[src/sv/sksi_pkg.sv]
// sksi_pkg: shared types and constants for the sorted key set unit
// item structs, operation and status codes, controller state enum
// no dependencies
package sksi_pkg;

   localparam int CAPACITY_DEF  = 128;
   localparam int KEY_LIMIT_DEF = 1024;

   localparam int MODE_W  = 2;
   localparam int KEY_W   = 32;
   localparam int STAT_W  = 2;
   localparam int TAG_W   = 16;
   localparam int COUNT_W = 8;

   localparam logic [TAG_W-1:0] TAG_RESET = 16'd1;

   localparam logic [MODE_W-1:0] MODE_INSERT = 2'd0;
   localparam logic [MODE_W-1:0] MODE_LOOKUP = 2'd1;
   localparam logic [MODE_W-1:0] MODE_CLEAR  = 2'd2;

   localparam logic [STAT_W-1:0] STATUS_OK    = 2'd0;
   localparam logic [STAT_W-1:0] STATUS_RANGE = 2'd1;
   localparam logic [STAT_W-1:0] STATUS_FULL  = 2'd2;

   typedef struct packed {
      logic [MODE_W-1:0]       mode;
      logic signed [KEY_W-1:0] key;
   } req_type;

   typedef struct packed {
      logic [STAT_W-1:0]  status;
      logic               found;
      logic [TAG_W-1:0]   class_out;
      logic [COUNT_W-1:0] entry_count;
   } rsp_type;

   typedef enum logic [2:0] {
      ST_IDLE,
      ST_SEARCH,
      ST_SEARCH_CMP,
      ST_CHECK,
      ST_SHIFT,
      ST_PLACE,
      ST_DONE
   } state_type;

endpackage

[src/sv/sorted_key_set_insert_lookup_unit.sv]
// Sorted key set with insert, lookup and clear. Keys in [0, KEY_LIMIT) are kept sorted and
// duplicate-free in a single-port-read, single-port-write memory of CAPACITY entries. One item
// is worked on at a time; the position search is a lower-bound binary search over the memory
// with a read state and a compare state per halving step. A new key on insert then moves every
// larger entry up one place through a read/write pipeline on the memory at one entry per cycle.
// Clear, unused codes and out-of-range keys go from idle straight to the done state. A finished
// result sits in an output register while the next item is taken. There is no clearing pass
// after reset. The user is to write class_tag through csr_ only while no item is in progress;
// the block itself does not enforce it.
// depends on sksi_pkg, sksi_ctrl, sksi_mem
module sorted_key_set_insert_lookup_unit #(
   parameter int CAPACITY  = sksi_pkg::CAPACITY_DEF,
   parameter int KEY_LIMIT = sksi_pkg::KEY_LIMIT_DEF
) (
   input  logic                       clock,
   input  logic                       reset,
   input  logic                       req_valid,
   output logic                       req_stall,
   input  sksi_pkg::req_type          req_item,
   output logic                       rsp_valid,
   input  logic                       rsp_stall,
   output sksi_pkg::rsp_type          rsp_item,
   input  logic                       csr_valid,
   output logic                       csr_ready,
   input  logic [sksi_pkg::TAG_W-1:0] csr_data
);

   localparam int KEY_W  = $clog2(KEY_LIMIT);
   localparam int ADDR_W = (CAPACITY > 1) ? $clog2(CAPACITY) : 1;
   localparam int CNT_W  = $clog2(CAPACITY + 1);

   logic [sksi_pkg::TAG_W-1:0] tag_ff, tag_in;
   logic                       rsp_valid_ff, rsp_valid_in;
   sksi_pkg::rsp_type          rsp_item_ff, rsp_item_in;

   logic              res_valid;
   logic              res_taken;
   sksi_pkg::rsp_type res_item;

   logic              mem_wr_en;
   logic [ADDR_W-1:0] mem_wr_addr;
   logic [KEY_W-1:0]  mem_wr_data;
   logic              mem_rd_en;
   logic [ADDR_W-1:0] mem_rd_addr;
   logic [KEY_W-1:0]  mem_rd_data;

   sksi_ctrl #(
      .CAPACITY  (CAPACITY),
      .KEY_LIMIT (KEY_LIMIT),
      .KEY_W     (KEY_W),
      .ADDR_W    (ADDR_W),
      .CNT_W     (CNT_W)
   ) u_ctrl (
      .clock       (clock),
      .reset       (reset),
      .req_valid   (req_valid),
      .req_item    (req_item),
      .req_stall   (req_stall),
      .class_tag   (tag_ff),
      .res_valid   (res_valid),
      .res_item    (res_item),
      .res_taken   (res_taken),
      .mem_wr_en   (mem_wr_en),
      .mem_wr_addr (mem_wr_addr),
      .mem_wr_data (mem_wr_data),
      .mem_rd_en   (mem_rd_en),
      .mem_rd_addr (mem_rd_addr),
      .mem_rd_data (mem_rd_data)
   );

   sksi_mem #(
      .DEPTH  (CAPACITY),
      .WIDTH  (KEY_W),
      .ADDR_W (ADDR_W)
   ) u_mem (
      .clock   (clock),
      .wr_en   (mem_wr_en),
      .wr_addr (mem_wr_addr),
      .wr_data (mem_wr_data),
      .rd_en   (mem_rd_en),
      .rd_addr (mem_rd_addr),
      .rd_data (mem_rd_data)
   );

   assign csr_ready = 1'b1;
   assign tag_in    = (csr_valid && csr_ready) ? csr_data : tag_ff;

   assign res_taken = !rsp_valid_ff || !rsp_stall;

   always_comb begin
      rsp_valid_in = rsp_valid_ff && rsp_stall;
      rsp_item_in  = rsp_item_ff;
      if (res_valid && res_taken) begin
         rsp_valid_in = 1'b1;
         rsp_item_in  = res_item;
      end
   end

   always_ff @(posedge clock) begin
      if (reset) begin
         tag_ff       <= sksi_pkg::TAG_RESET;
         rsp_valid_ff <= 1'b0;
      end else begin
         tag_ff       <= tag_in;
         rsp_valid_ff <= rsp_valid_in;
      end
   end

   always_ff @(posedge clock) begin
      rsp_item_ff <= rsp_item_in;
   end

   assign rsp_valid = rsp_valid_ff;
   assign rsp_item  = rsp_item_ff;

endmodule

[src/sv/sksi_mem.sv]
// sksi_mem: key storage, one write port and one read port
// read data is registered and held while rd_en is low
// no dependencies
module sksi_mem #(
   parameter int DEPTH  = 128,
   parameter int WIDTH  = 10,
   parameter int ADDR_W = (DEPTH > 1) ? $clog2(DEPTH) : 1
) (
   input  logic              clock,
   input  logic              wr_en,
   input  logic [ADDR_W-1:0] wr_addr,
   input  logic [WIDTH-1:0]  wr_data,
   input  logic              rd_en,
   input  logic [ADDR_W-1:0] rd_addr,
   output logic [WIDTH-1:0]  rd_data
);

   logic [WIDTH-1:0] mem_ff [DEPTH];
   logic [WIDTH-1:0] rd_data_ff;

   always_ff @(posedge clock) begin
      if (wr_en) begin
         mem_ff[wr_addr] <= wr_data;
      end
   end

   always_ff @(posedge clock) begin
      if (rd_en) begin
         rd_data_ff <= mem_ff[rd_addr];
      end
   end

   assign rd_data = rd_data_ff;

endmodule

[src/sv/sksi_ctrl.sv]
// sksi_ctrl: sequencer for insert, lookup and clear over the key memory
// binary search, duplicate check, pipelined shift-up and entry count
// depends on sksi_pkg
module sksi_ctrl #(
   parameter int CAPACITY  = sksi_pkg::CAPACITY_DEF,
   parameter int KEY_LIMIT = sksi_pkg::KEY_LIMIT_DEF,
   parameter int KEY_W     = $clog2(KEY_LIMIT),
   parameter int ADDR_W    = (CAPACITY > 1) ? $clog2(CAPACITY) : 1,
   parameter int CNT_W     = $clog2(CAPACITY + 1)
) (
   input  logic                         clock,
   input  logic                         reset,
   input  logic                         req_valid,
   input  sksi_pkg::req_type            req_item,
   output logic                         req_stall,
   input  logic [sksi_pkg::TAG_W-1:0]   class_tag,
   output logic                         res_valid,
   output sksi_pkg::rsp_type            res_item,
   input  logic                         res_taken,
   output logic                         mem_wr_en,
   output logic [ADDR_W-1:0]            mem_wr_addr,
   output logic [KEY_W-1:0]             mem_wr_data,
   output logic                         mem_rd_en,
   output logic [ADDR_W-1:0]            mem_rd_addr,
   input  logic [KEY_W-1:0]             mem_rd_data
);

   sksi_pkg::state_type state_ff, state_in;
   logic [CNT_W-1:0] cnt_ff, cnt_in;

   logic [sksi_pkg::MODE_W-1:0] mode_ff, mode_in;
   logic [KEY_W-1:0]            key_ff, key_in;
   logic [CNT_W-1:0]            lo_ff, lo_in;
   logic [CNT_W-1:0]            hi_ff, hi_in;
   logic [CNT_W-1:0]            mid_ff, mid_in;
   logic [CNT_W-1:0]            idx_ff, idx_in;
   logic                        pend_ff, pend_in;
   logic [ADDR_W-1:0]           pend_addr_ff, pend_addr_in;
   logic [sksi_pkg::STAT_W-1:0] stat_ff, stat_in;
   logic                        found_ff, found_in;
   logic [sksi_pkg::TAG_W-1:0]  class_ff, class_in;

   logic             in_range;
   logic             decide;
   logic             hit;
   logic [CNT_W-1:0] mid;
   logic [CNT_W-1:0] idx_m1;

   assign in_range = !req_item.key[sksi_pkg::KEY_W-1]
                     && ($unsigned(req_item.key) < 32'(KEY_LIMIT));
   assign mid      = lo_ff + ((hi_ff - lo_ff) >> 1);
   assign idx_m1   = idx_ff - CNT_W'(1);

   assign req_stall = (state_ff != sksi_pkg::ST_IDLE);

   assign res_item.status      = stat_ff;
   assign res_item.found       = found_ff;
   assign res_item.class_out   = class_ff;
   assign res_item.entry_count = sksi_pkg::COUNT_W'(cnt_ff);

   always_ff @(posedge clock) begin
      if (reset) begin
         state_ff <= sksi_pkg::ST_IDLE;
         cnt_ff   <= '0;
         pend_ff  <= 1'b0;
      end else begin
         state_ff <= state_in;
         cnt_ff   <= cnt_in;
         pend_ff  <= pend_in;
      end
   end

   always_ff @(posedge clock) begin
      mode_ff      <= mode_in;
      key_ff       <= key_in;
      lo_ff        <= lo_in;
      hi_ff        <= hi_in;
      mid_ff       <= mid_in;
      idx_ff       <= idx_in;
      pend_addr_ff <= pend_addr_in;
      stat_ff      <= stat_in;
      found_ff     <= found_in;
      class_ff     <= class_in;
   end

   always_comb begin
      state_in     = state_ff;
      cnt_in       = cnt_ff;
      mode_in      = mode_ff;
      key_in       = key_ff;
      lo_in        = lo_ff;
      hi_in        = hi_ff;
      mid_in       = mid_ff;
      idx_in       = idx_ff;
      pend_in      = pend_ff;
      pend_addr_in = pend_addr_ff;
      stat_in      = stat_ff;
      found_in     = found_ff;
      class_in     = class_ff;
      mem_wr_en    = 1'b0;
      mem_wr_addr  = pend_addr_ff;
      mem_wr_data  = mem_rd_data;
      mem_rd_en    = 1'b0;
      mem_rd_addr  = mid[ADDR_W-1:0];
      res_valid    = 1'b0;
      decide       = 1'b0;
      hit          = 1'b0;

      case (state_ff)
         sksi_pkg::ST_IDLE: begin
            if (req_valid) begin
               mode_in  = req_item.mode;
               key_in   = req_item.key[KEY_W-1:0];
               lo_in    = '0;
               hi_in    = cnt_ff;
               stat_in  = sksi_pkg::STATUS_OK;
               found_in = 1'b0;
               class_in = '0;
               state_in = sksi_pkg::ST_DONE;
               case (req_item.mode)
                  sksi_pkg::MODE_INSERT: begin
                     if (in_range) begin
                        state_in = sksi_pkg::ST_SEARCH;
                     end else begin
                        stat_in = sksi_pkg::STATUS_RANGE;
                     end
                  end
                  sksi_pkg::MODE_LOOKUP: begin
                     if (in_range) begin
                        state_in = sksi_pkg::ST_SEARCH;
                     end
                  end
                  sksi_pkg::MODE_CLEAR: begin
                     cnt_in = '0;
                  end
                  default: begin
                     state_in = sksi_pkg::ST_DONE;
                  end
               endcase
            end
         end
         sksi_pkg::ST_SEARCH: begin
            if (lo_ff < hi_ff) begin
               mem_rd_en   = 1'b1;
               mem_rd_addr = mid[ADDR_W-1:0];
               mid_in      = mid;
               state_in    = sksi_pkg::ST_SEARCH_CMP;
            end else if (lo_ff < cnt_ff) begin
               mem_rd_en   = 1'b1;
               mem_rd_addr = lo_ff[ADDR_W-1:0];
               state_in    = sksi_pkg::ST_CHECK;
            end else begin
               decide = 1'b1;
            end
         end
         sksi_pkg::ST_SEARCH_CMP: begin
            if (mem_rd_data < key_ff) begin
               lo_in = mid_ff + CNT_W'(1);
            end else begin
               hi_in = mid_ff;
            end
            state_in = sksi_pkg::ST_SEARCH;
         end
         sksi_pkg::ST_CHECK: begin
            decide = 1'b1;
            hit    = (mem_rd_data == key_ff);
         end
         sksi_pkg::ST_SHIFT: begin
            // write back the entry read last cycle one place higher
            if (pend_ff) begin
               mem_wr_en   = 1'b1;
               mem_wr_addr = pend_addr_ff;
               mem_wr_data = mem_rd_data;
            end
            if (idx_ff > lo_ff) begin
               mem_rd_en    = 1'b1;
               mem_rd_addr  = idx_m1[ADDR_W-1:0];
               pend_in      = 1'b1;
               pend_addr_in = idx_ff[ADDR_W-1:0];
               idx_in       = idx_m1;
            end else begin
               pend_in = 1'b0;
               if (!pend_ff) begin
                  state_in = sksi_pkg::ST_PLACE;
               end
            end
         end
         sksi_pkg::ST_PLACE: begin
            mem_wr_en   = 1'b1;
            mem_wr_addr = lo_ff[ADDR_W-1:0];
            mem_wr_data = key_ff;
            cnt_in      = cnt_ff + CNT_W'(1);
            state_in    = sksi_pkg::ST_DONE;
         end
         sksi_pkg::ST_DONE: begin
            res_valid = 1'b1;
            if (res_taken) begin
               state_in = sksi_pkg::ST_IDLE;
            end
         end
         default: begin
            state_in = sksi_pkg::ST_IDLE;
         end
      endcase

      if (decide) begin
         state_in = sksi_pkg::ST_DONE;
         if (mode_ff == sksi_pkg::MODE_LOOKUP) begin
            found_in = hit;
            class_in = hit ? class_tag : '0;
         end else if (!hit) begin
            if (cnt_ff == CNT_W'(CAPACITY)) begin
               stat_in = sksi_pkg::STATUS_FULL;
            end else begin
               idx_in   = cnt_ff;
               pend_in  = 1'b0;
               state_in = sksi_pkg::ST_SHIFT;
            end
         end
      end
   end

endmodule

[config.mk]
export PLATFORM = sky130hd
export DESIGN_NAME = sorted_key_set_insert_lookup_unit
export DESIGN_NICKNAME = d
export VERILOG_FILES = /design/src/sv/sksi_pkg.sv /design/src/sv/sorted_key_set_insert_lookup_unit.sv /design/src/sv/sksi_mem.sv /design/src/sv/sksi_ctrl.sv
export SDC_FILE = /design/constraint.sdc
export NUM_CORES = 2
export LEC_CHECK = 0
export BUFFER_PORTS_ARGS = -buffer_cell sky130_fd_sc_hd__buf_4
export CORE_ASPECT_RATIO = 0.5
export CORE_MARGIN = 2
export CORE_UTILIZATION = 45
export CTS_BUF_LIST = sky130_fd_sc_hd__clkbuf_16
export DETAILED_ROUTE_END_ITERATION = 8
export PLACE_DENSITY_LB_ADDON = 0.05
export SYNTH_ARGS = -nofsm -noshare
export SYNTH_HDL_FRONTEND = slang
export SYNTH_HIERARCHICAL = 1
export SYNTH_SLANG_ARGS = --single-unit
[constraint.sdc]
create_clock -name clock -period 8.5 [get_ports clock]
set_input_delay 1.7 -clock clock [delete_from_list [all_inputs] [get_ports clock]]
set_output_delay 1.7 -clock clock [all_outputs]
set_load 0.005 [all_outputs]
# Yosys cells after proc, flatten, opt, wreduce, memory -nomap -nowiden
# Memories as Yosys holds them, arrays and structs flattened. A register that Yosys moved wholly into a read port is not among the register bits.
# Cells that the tools add are included.
# word_totals
latchBits,0
ram_bits,1280
memories,1
word_cells,141
in_bits,55
out_inout_bits,30
rom_bits,0
regBits,126
# memory_table
memory,depth,width,read_ports,rd_ports_with_merged_regs,wr,line,rtl
u_mem.mem_ff,128,10,1,1,1,sksi_mem.sv:18,logic [WIDTH-1:0] mem_ff [DEPTH];
# classes
n_mux,70
n_mul,0
div_mod_pow,0
n_addsub,5
order_cmp,5
bitwise,0
reduce_logical,20
shifts,0
eq_ne,21
# ops
operator,count
$mux 8,12
$mux 16,5
$pmux 8 s2,3
$mux 3,11
$lt 32x11->1 const B,1
$mux 7,4
$mux 1,21
$pmux 3 s7,1
$add 8x1->8 const B,2
$lt 8x8->1,2
$mux 2,8
$pmux 7 s2,1
$eq 10x10->1,1
$lt 10x10->1,1
$mux 10,1
$eq 3x3->1 const B,3
$ne 3x2->1 const B,3
$reduce_and 3->1,3
$add 8x7->8,1
$eq 8x8->1 const B,1
$gt 8x8->1,1
$sub 8x1->8 const B,1
$sub 8x8->8,1
$eq 3x2->1 const B,2
18 further kinds,31

# Logic depth before layout (Yosys ltp)
# depth
depth_word,10
mapped_depth,18
ltp_nobuf,16

# Hierarchy
# Netlist, hierarchy kept.
# by_module_without_submodules
module,seq_area_each_um2,n_inst,cells_per_inst,area_each_um2
sksi_mem,38737.2,1,1998,49454.9
sksi_ctrl,2072.0,1,508,4938.5
sorted_key_set_insert_lookup_unit,1151.1,1,86,1443.9

# Worst setup path after synthesis
# Ideal clock, no wire load.
# synth_timing
path_type,reg2reg
from,register u_ctrl.state_ff[0]
to,"memory u_mem.mem_ff[0][1], data pin"
setup_ns,1.197
slack_ns,1.264
path_stages_with_launch,5
required_time_ns,7.303
period_less_slack_ns,7.236
arrival_time_ns,6.038
n_path_buf,2
cell_sequence,dfxtp_1 -> clkbuf_1 -> nand3_1 -> clkbuf_1 -> o21ai_0
# synth_between
elab_chain_len,2
# synth_rtl
element,line,rtl
from (decl),sksi_ctrl.sv:28,"sksi_pkg::state_type state_ff, state_in;"
from (signal assigned),sksi_ctrl.sv:63,state_ff <= sksi_pkg::ST_IDLE;
from (signal assigned),sksi_ctrl.sv:67,state_ff <= state_in;
$eq 3x3->1,sksi_ctrl.sv:109,case (state_ff)
$mux 10,--,
named net mem_wr_data[1],sorted_key_set_insert_lookup_unit.sv:42,logic [KEY_W-1:0] mem_wr_data;
to (decl),sksi_mem.sv:18,
# The timed path passes the listed nets, and every way through them passes these cells.

# Final worst setup path
# layout_timing
from,register u_ctrl.lo_ff[1]
to,"register u_mem.rd_data_ff[7] (netlist: u_mem/rd_data[7]), read port of u_mem.mem_ff, data pin"
# layout_between
elab_chain_len,5
word_cells_on_any_way,13
classes_between,add/sub: 2; order compare: 3; mux: 8
# layout_rtl
element,line,rtl
from (decl),sksi_ctrl.sv:33,"logic [CNT_W-1:0] lo_ff, lo_in;"
from (signal assigned),sksi_ctrl.sv:76,lo_ff <= lo_in;
$sub 8x8->8,sksi_ctrl.sv:51,assign mid = lo_ff + ((hi_ff - lo_ff) >> 1);
$add 8x7->8,sksi_ctrl.sv:51,
$mux 7,sksi_ctrl.sv:148,end else if (lo_ff < cnt_ff) begin
$mux 7,sksi_ctrl.sv:143,if (lo_ff < hi_ff) begin
$pmux 7 s2 (*),sksi_ctrl.sv:109,
named net mem_rd_addr[2],sorted_key_set_insert_lookup_unit.sv:44,logic [ADDR_W-1:0] mem_rd_addr;
to (decl),sksi_mem.sv:19,logic [WIDTH-1:0] rd_data_ff;
# Mark *: on every way through the listed nets, which the timed path passes. The rest lies on a longest branch.
# A chain may end at the register's enable or synchronous reset.

==> impl_metrics.py <==
metrics = {
    "status": {
        "run_status": "finished, final reports clean",
    },
    "global_route": {
        "antenna_found_initial": 19,
        "grt_overflow": 0,
        "grt_pass1_wl_um": 202100,
        "grt_max_degree": 100,
        "track_usage_pct": 22.78,
        "grt_pass1_vias": 26970,
    },
    "clocking": {
        "cts_htree_levels": 4,
        "post_cts.resized_instances": 0,
        "cts_buffers": 131,
        "clock_latency_ns": 0.75,
        "clock-sinks": 1416,
        "holdBufCountCts": 0,
        "cts.root.buffer_cell": "clkbuf_16",
        "cts_buffer_depth": 3,
        "clkSlewWorstSetupHoldPaths_ns": 0.06,
        "cts_tree": "built",
        "cts_setup_buffers": 0,
    },
    "synthesis": {
        "syn_avg_cell_area_um2": 21.54,
        "synth_area_leaders": "edfxtp_1 (73%), mux4_2 (17%), dfxtp_1 (2.0%), nor2_1 (1.3%), ha_1 (0.99%)",
        "synth_nets": 2693,
        "synth_cell_type_count": 62,
        "ys_ff_latch": 1416,
        "syn_inst": 2592,
        "async_flop_share_pct": 0,
        "synth_top_area_cell": "edfxtp_1",
        "dominantRegCellSynth": "edfxtp_1",
        "synth_area_mm2": 0.05584,
        "synth_seq_area_share_pct": 75.15,
        "ys_warn_count": 6,
        "synth-edff-count": 1360,
        "synth.top_cell.area_share_pct": 73.14,
    },
    "worst_hold_path": {
        "hold_end": "rsp_item[18]",
        "holdPathStages": 0,
        "hold_path.startpoint": "u_ctrl/class_ff[10]",
        "min_path_type": "reg -> reg",
    },
    "die": {
        "initial_utilization_pct": 45.32,
        "dieWidth_um": 502.2,
        "rows": 91,
        "core_mm2": 0.1232,
        "dieArea_mm2": 0.1271,
        "io_pins": 85,
        "die_h_um": 253.1,
    },
    "drt": {
        "wl_per_cell_um": 31.33,
        "via_count": 27090,
        "drtIter0Drc": 3279,
        "drc_errors": 0,
        "firstDrtPassIters": 5,
        "avgViaCountPerCell": 5.930,
        "finalWirelength_um": 143200,
        "drtAntennaViolNets": 0,
    },
    "worst_setup_path": {
        "worst-r2r-cell-count": 14,
        "crit_arrival_ns": 6.89,
        "reg2reg_slack_ns": 2.10,
        "timing.rr.start": "u_ctrl/lo_ff[1]",
        "endpoint_kind": "flop",
        "cp-start-kind": "flop",
        "crit_type": "reg -> reg",
        "r2r-end": "u_mem/rd_data[7]",
        "critPathRequiredTime_ns": 8.99,
        "cp_max_fo": 47,
    },
    "final_layout": {
        "syn_to_final_growth_pct": 13.25,
        "final_area_mm2": 0.06323,
        "nets": 2897,
        "final_cells": 4569,
        "drive_gt1_share_pct": 29.52,
    },
    "sta": {
        "slew_headroom_pct": 5.991,
        "finClkSkew_ns": 0.02497,
        "grt_setup_unrepaired": "no",
        "setup_viol": 0,
        "worst_pin_slew_ns": 1.405,
        "tns_ns": 0,
        "report.final.slew_viol_count": 0,
        "post-route-period-util_pct": 75.24,
        "min_period_ns": 6.395,
        "finalHoldViolations": 0,
        "fmax_ghz": 0.1564,
    },
    "placement": {
        "numPortBuffers": 83,
        "gp_congestion": 0.8213,
        "dpl.hpwl_um": 88410,
        "dp.cells": 4336,
        "place_area_mm2": 0.05923,
    },
    "job": {
        "maxCapViolations": 0,
    },
}
[synth_stat cells, drive strengths merged, types with 7 or more instances]
cell	number
inv	44
a221o	7
xor2	13
a21o	7
edfxtp	1360
mux2i	19
nor4	8
xnor2	20
nand3	22
clkbuf	82
buf	46
mux4	420
dfxtp	56
a211oi	8
nor2b	15
mux2	18
nor3	17
nand4	14
a21oi	23
ha	44
nand2	46
o21ai	35
a22o	17
nor2	192
[layout make-up]
type	count	area, µm²
timing repair buffer	199	1630
clock buffer	138	3453
clock inverter	92	530.5
multi-input combinational	1003	13390
fill	9731	59960
tap	1674	2095
antenna	2	5.005
inverter	45	170.2
sequential	1416	41960
[worst max path at each step]
stage	startpoint	end	slack [ns]	cells after the start
2_1_floorplan	u_ctrl/state_ff[0]	u_mem/mem_ff[0][1]	1.26	4
3_3_place_gp	u_ctrl/lo_ff[6]	u_mem/rd_data[4]	2.15	14
3_5_place_dp	u_ctrl/lo_ff[1]	u_mem/rd_data[4]	2.16	14
4_1_cts	u_ctrl/lo_ff[6]	u_mem/rd_data[4]	2.16	14
5_1_grt	u_ctrl/lo_ff[1]	u_mem/rd_data[9]	1.88	14
6_report	u_ctrl/lo_ff[1]	u_mem/rd_data[7]	2.10	14
[kinds of logic after synthesis]
| logic type | count (synthesis) | synth area share (%) |
|---|---|---|
| and+or+nand+nor | 342 | 2.774 |
| adders and majority gates | 46 | 1.058 |
| DFF | 1416 | 75.15 |
| xor gates and xnor gates | 33 | 0.5176 |
| AOI/OAI and AO/OA | 124 | 1.542 |
| buffers and inverters | 173 | 1.311 |
| other | 1 | 0.006716 |
| muxes | 457 | 17.64 |
[layout by cell type (no fill, tap or decap), types with 4 or more instances in the layout]
master and count:
a211o_1 4, a211oi_1 7, a21o_1 7, a21oi_1 22, a221o_4 4, a22o_1 17, and3_1 6, buf_12 10
buf_4 187, bufinv_16 5, clkbuf_16 138, clkinv_1 37, clkinv_2 17, dfxtp_1 56, edfxtp_1 1360, ha_1 44
inv_1 71, mux2_2 18, mux2i_1 19, mux4_2 420, nand2_1 46, nand2b_1 5, nand3_1 21, nand3b_1 4
nand4_1 14, nor2_1 171, nor2_2 20, nor2b_1 15, nor3_1 14, nor3b_1 5, nor4_1 7, o21ai_0 20
o21ai_1 4, o21ai_4 10, o2bb2ai_1 5, xnor2_1 20, xor2_1 13
[flip-flops by register name, summed over array words and instances (netlist names)]
register and count:
tag_ff 16, u_ctrl/lo_ff 8, u_ctrl/stat_ff 2, u_ctrl/idx_ff 8
rsp_item 27, u_mem/mem_ff 1280, u_ctrl/class_ff 16, u_ctrl/found_ff 1
rsp_valid 1, u_mem/rd_data 10, u_ctrl/pend_ff 1, u_ctrl/mode_ff 2
u_ctrl/key_ff 10, u_ctrl/pend_addr_ff 7, u_ctrl/cnt_ff 8, u_ctrl/hi_ff 8
u_ctrl/mid_ff 8, u_ctrl/state_ff 3
[stage by stage]
step	hold WS [ns]	utilization (%)	setup WS, ns
after global placement	0.4155	48.06	2.154
final	0.4320	51.33	2.105
after detailed placement	0.4148	48.08	2.156
after CTS	0.4301	51.31	2.163
after global routing	0.4418	51.33	1.879
after floorplan	0.4064	-	1.264
[critical path, cell delays in order, from the launching register on]
cell and delay [ns]:
edfxtp_1 0.49, inv_1 0.17, ha_1 0.32, nand4_1 0.10
nor2_1 0.35, nor4_2 0.17, nor2_4 0.28, clkinv_2 0.27
nor2_2 0.42, a221o_4 0.84, buf_4 0.64, mux4_2 0.43
mux4_2 0.61, mux4_2 0.62, mux2_2 0.30
[routing by layer]
metal  global-route usage, %  wire length, µm
met5                       0               13
met3                   6.350            13780
met1                   34.16            63510
met4                   5.413             2665
met2                   33.18            63190
Power is left out: the tool's default activity adds up to more than one toggle a clock period on the data nets, which glitch-free logic cannot reach.
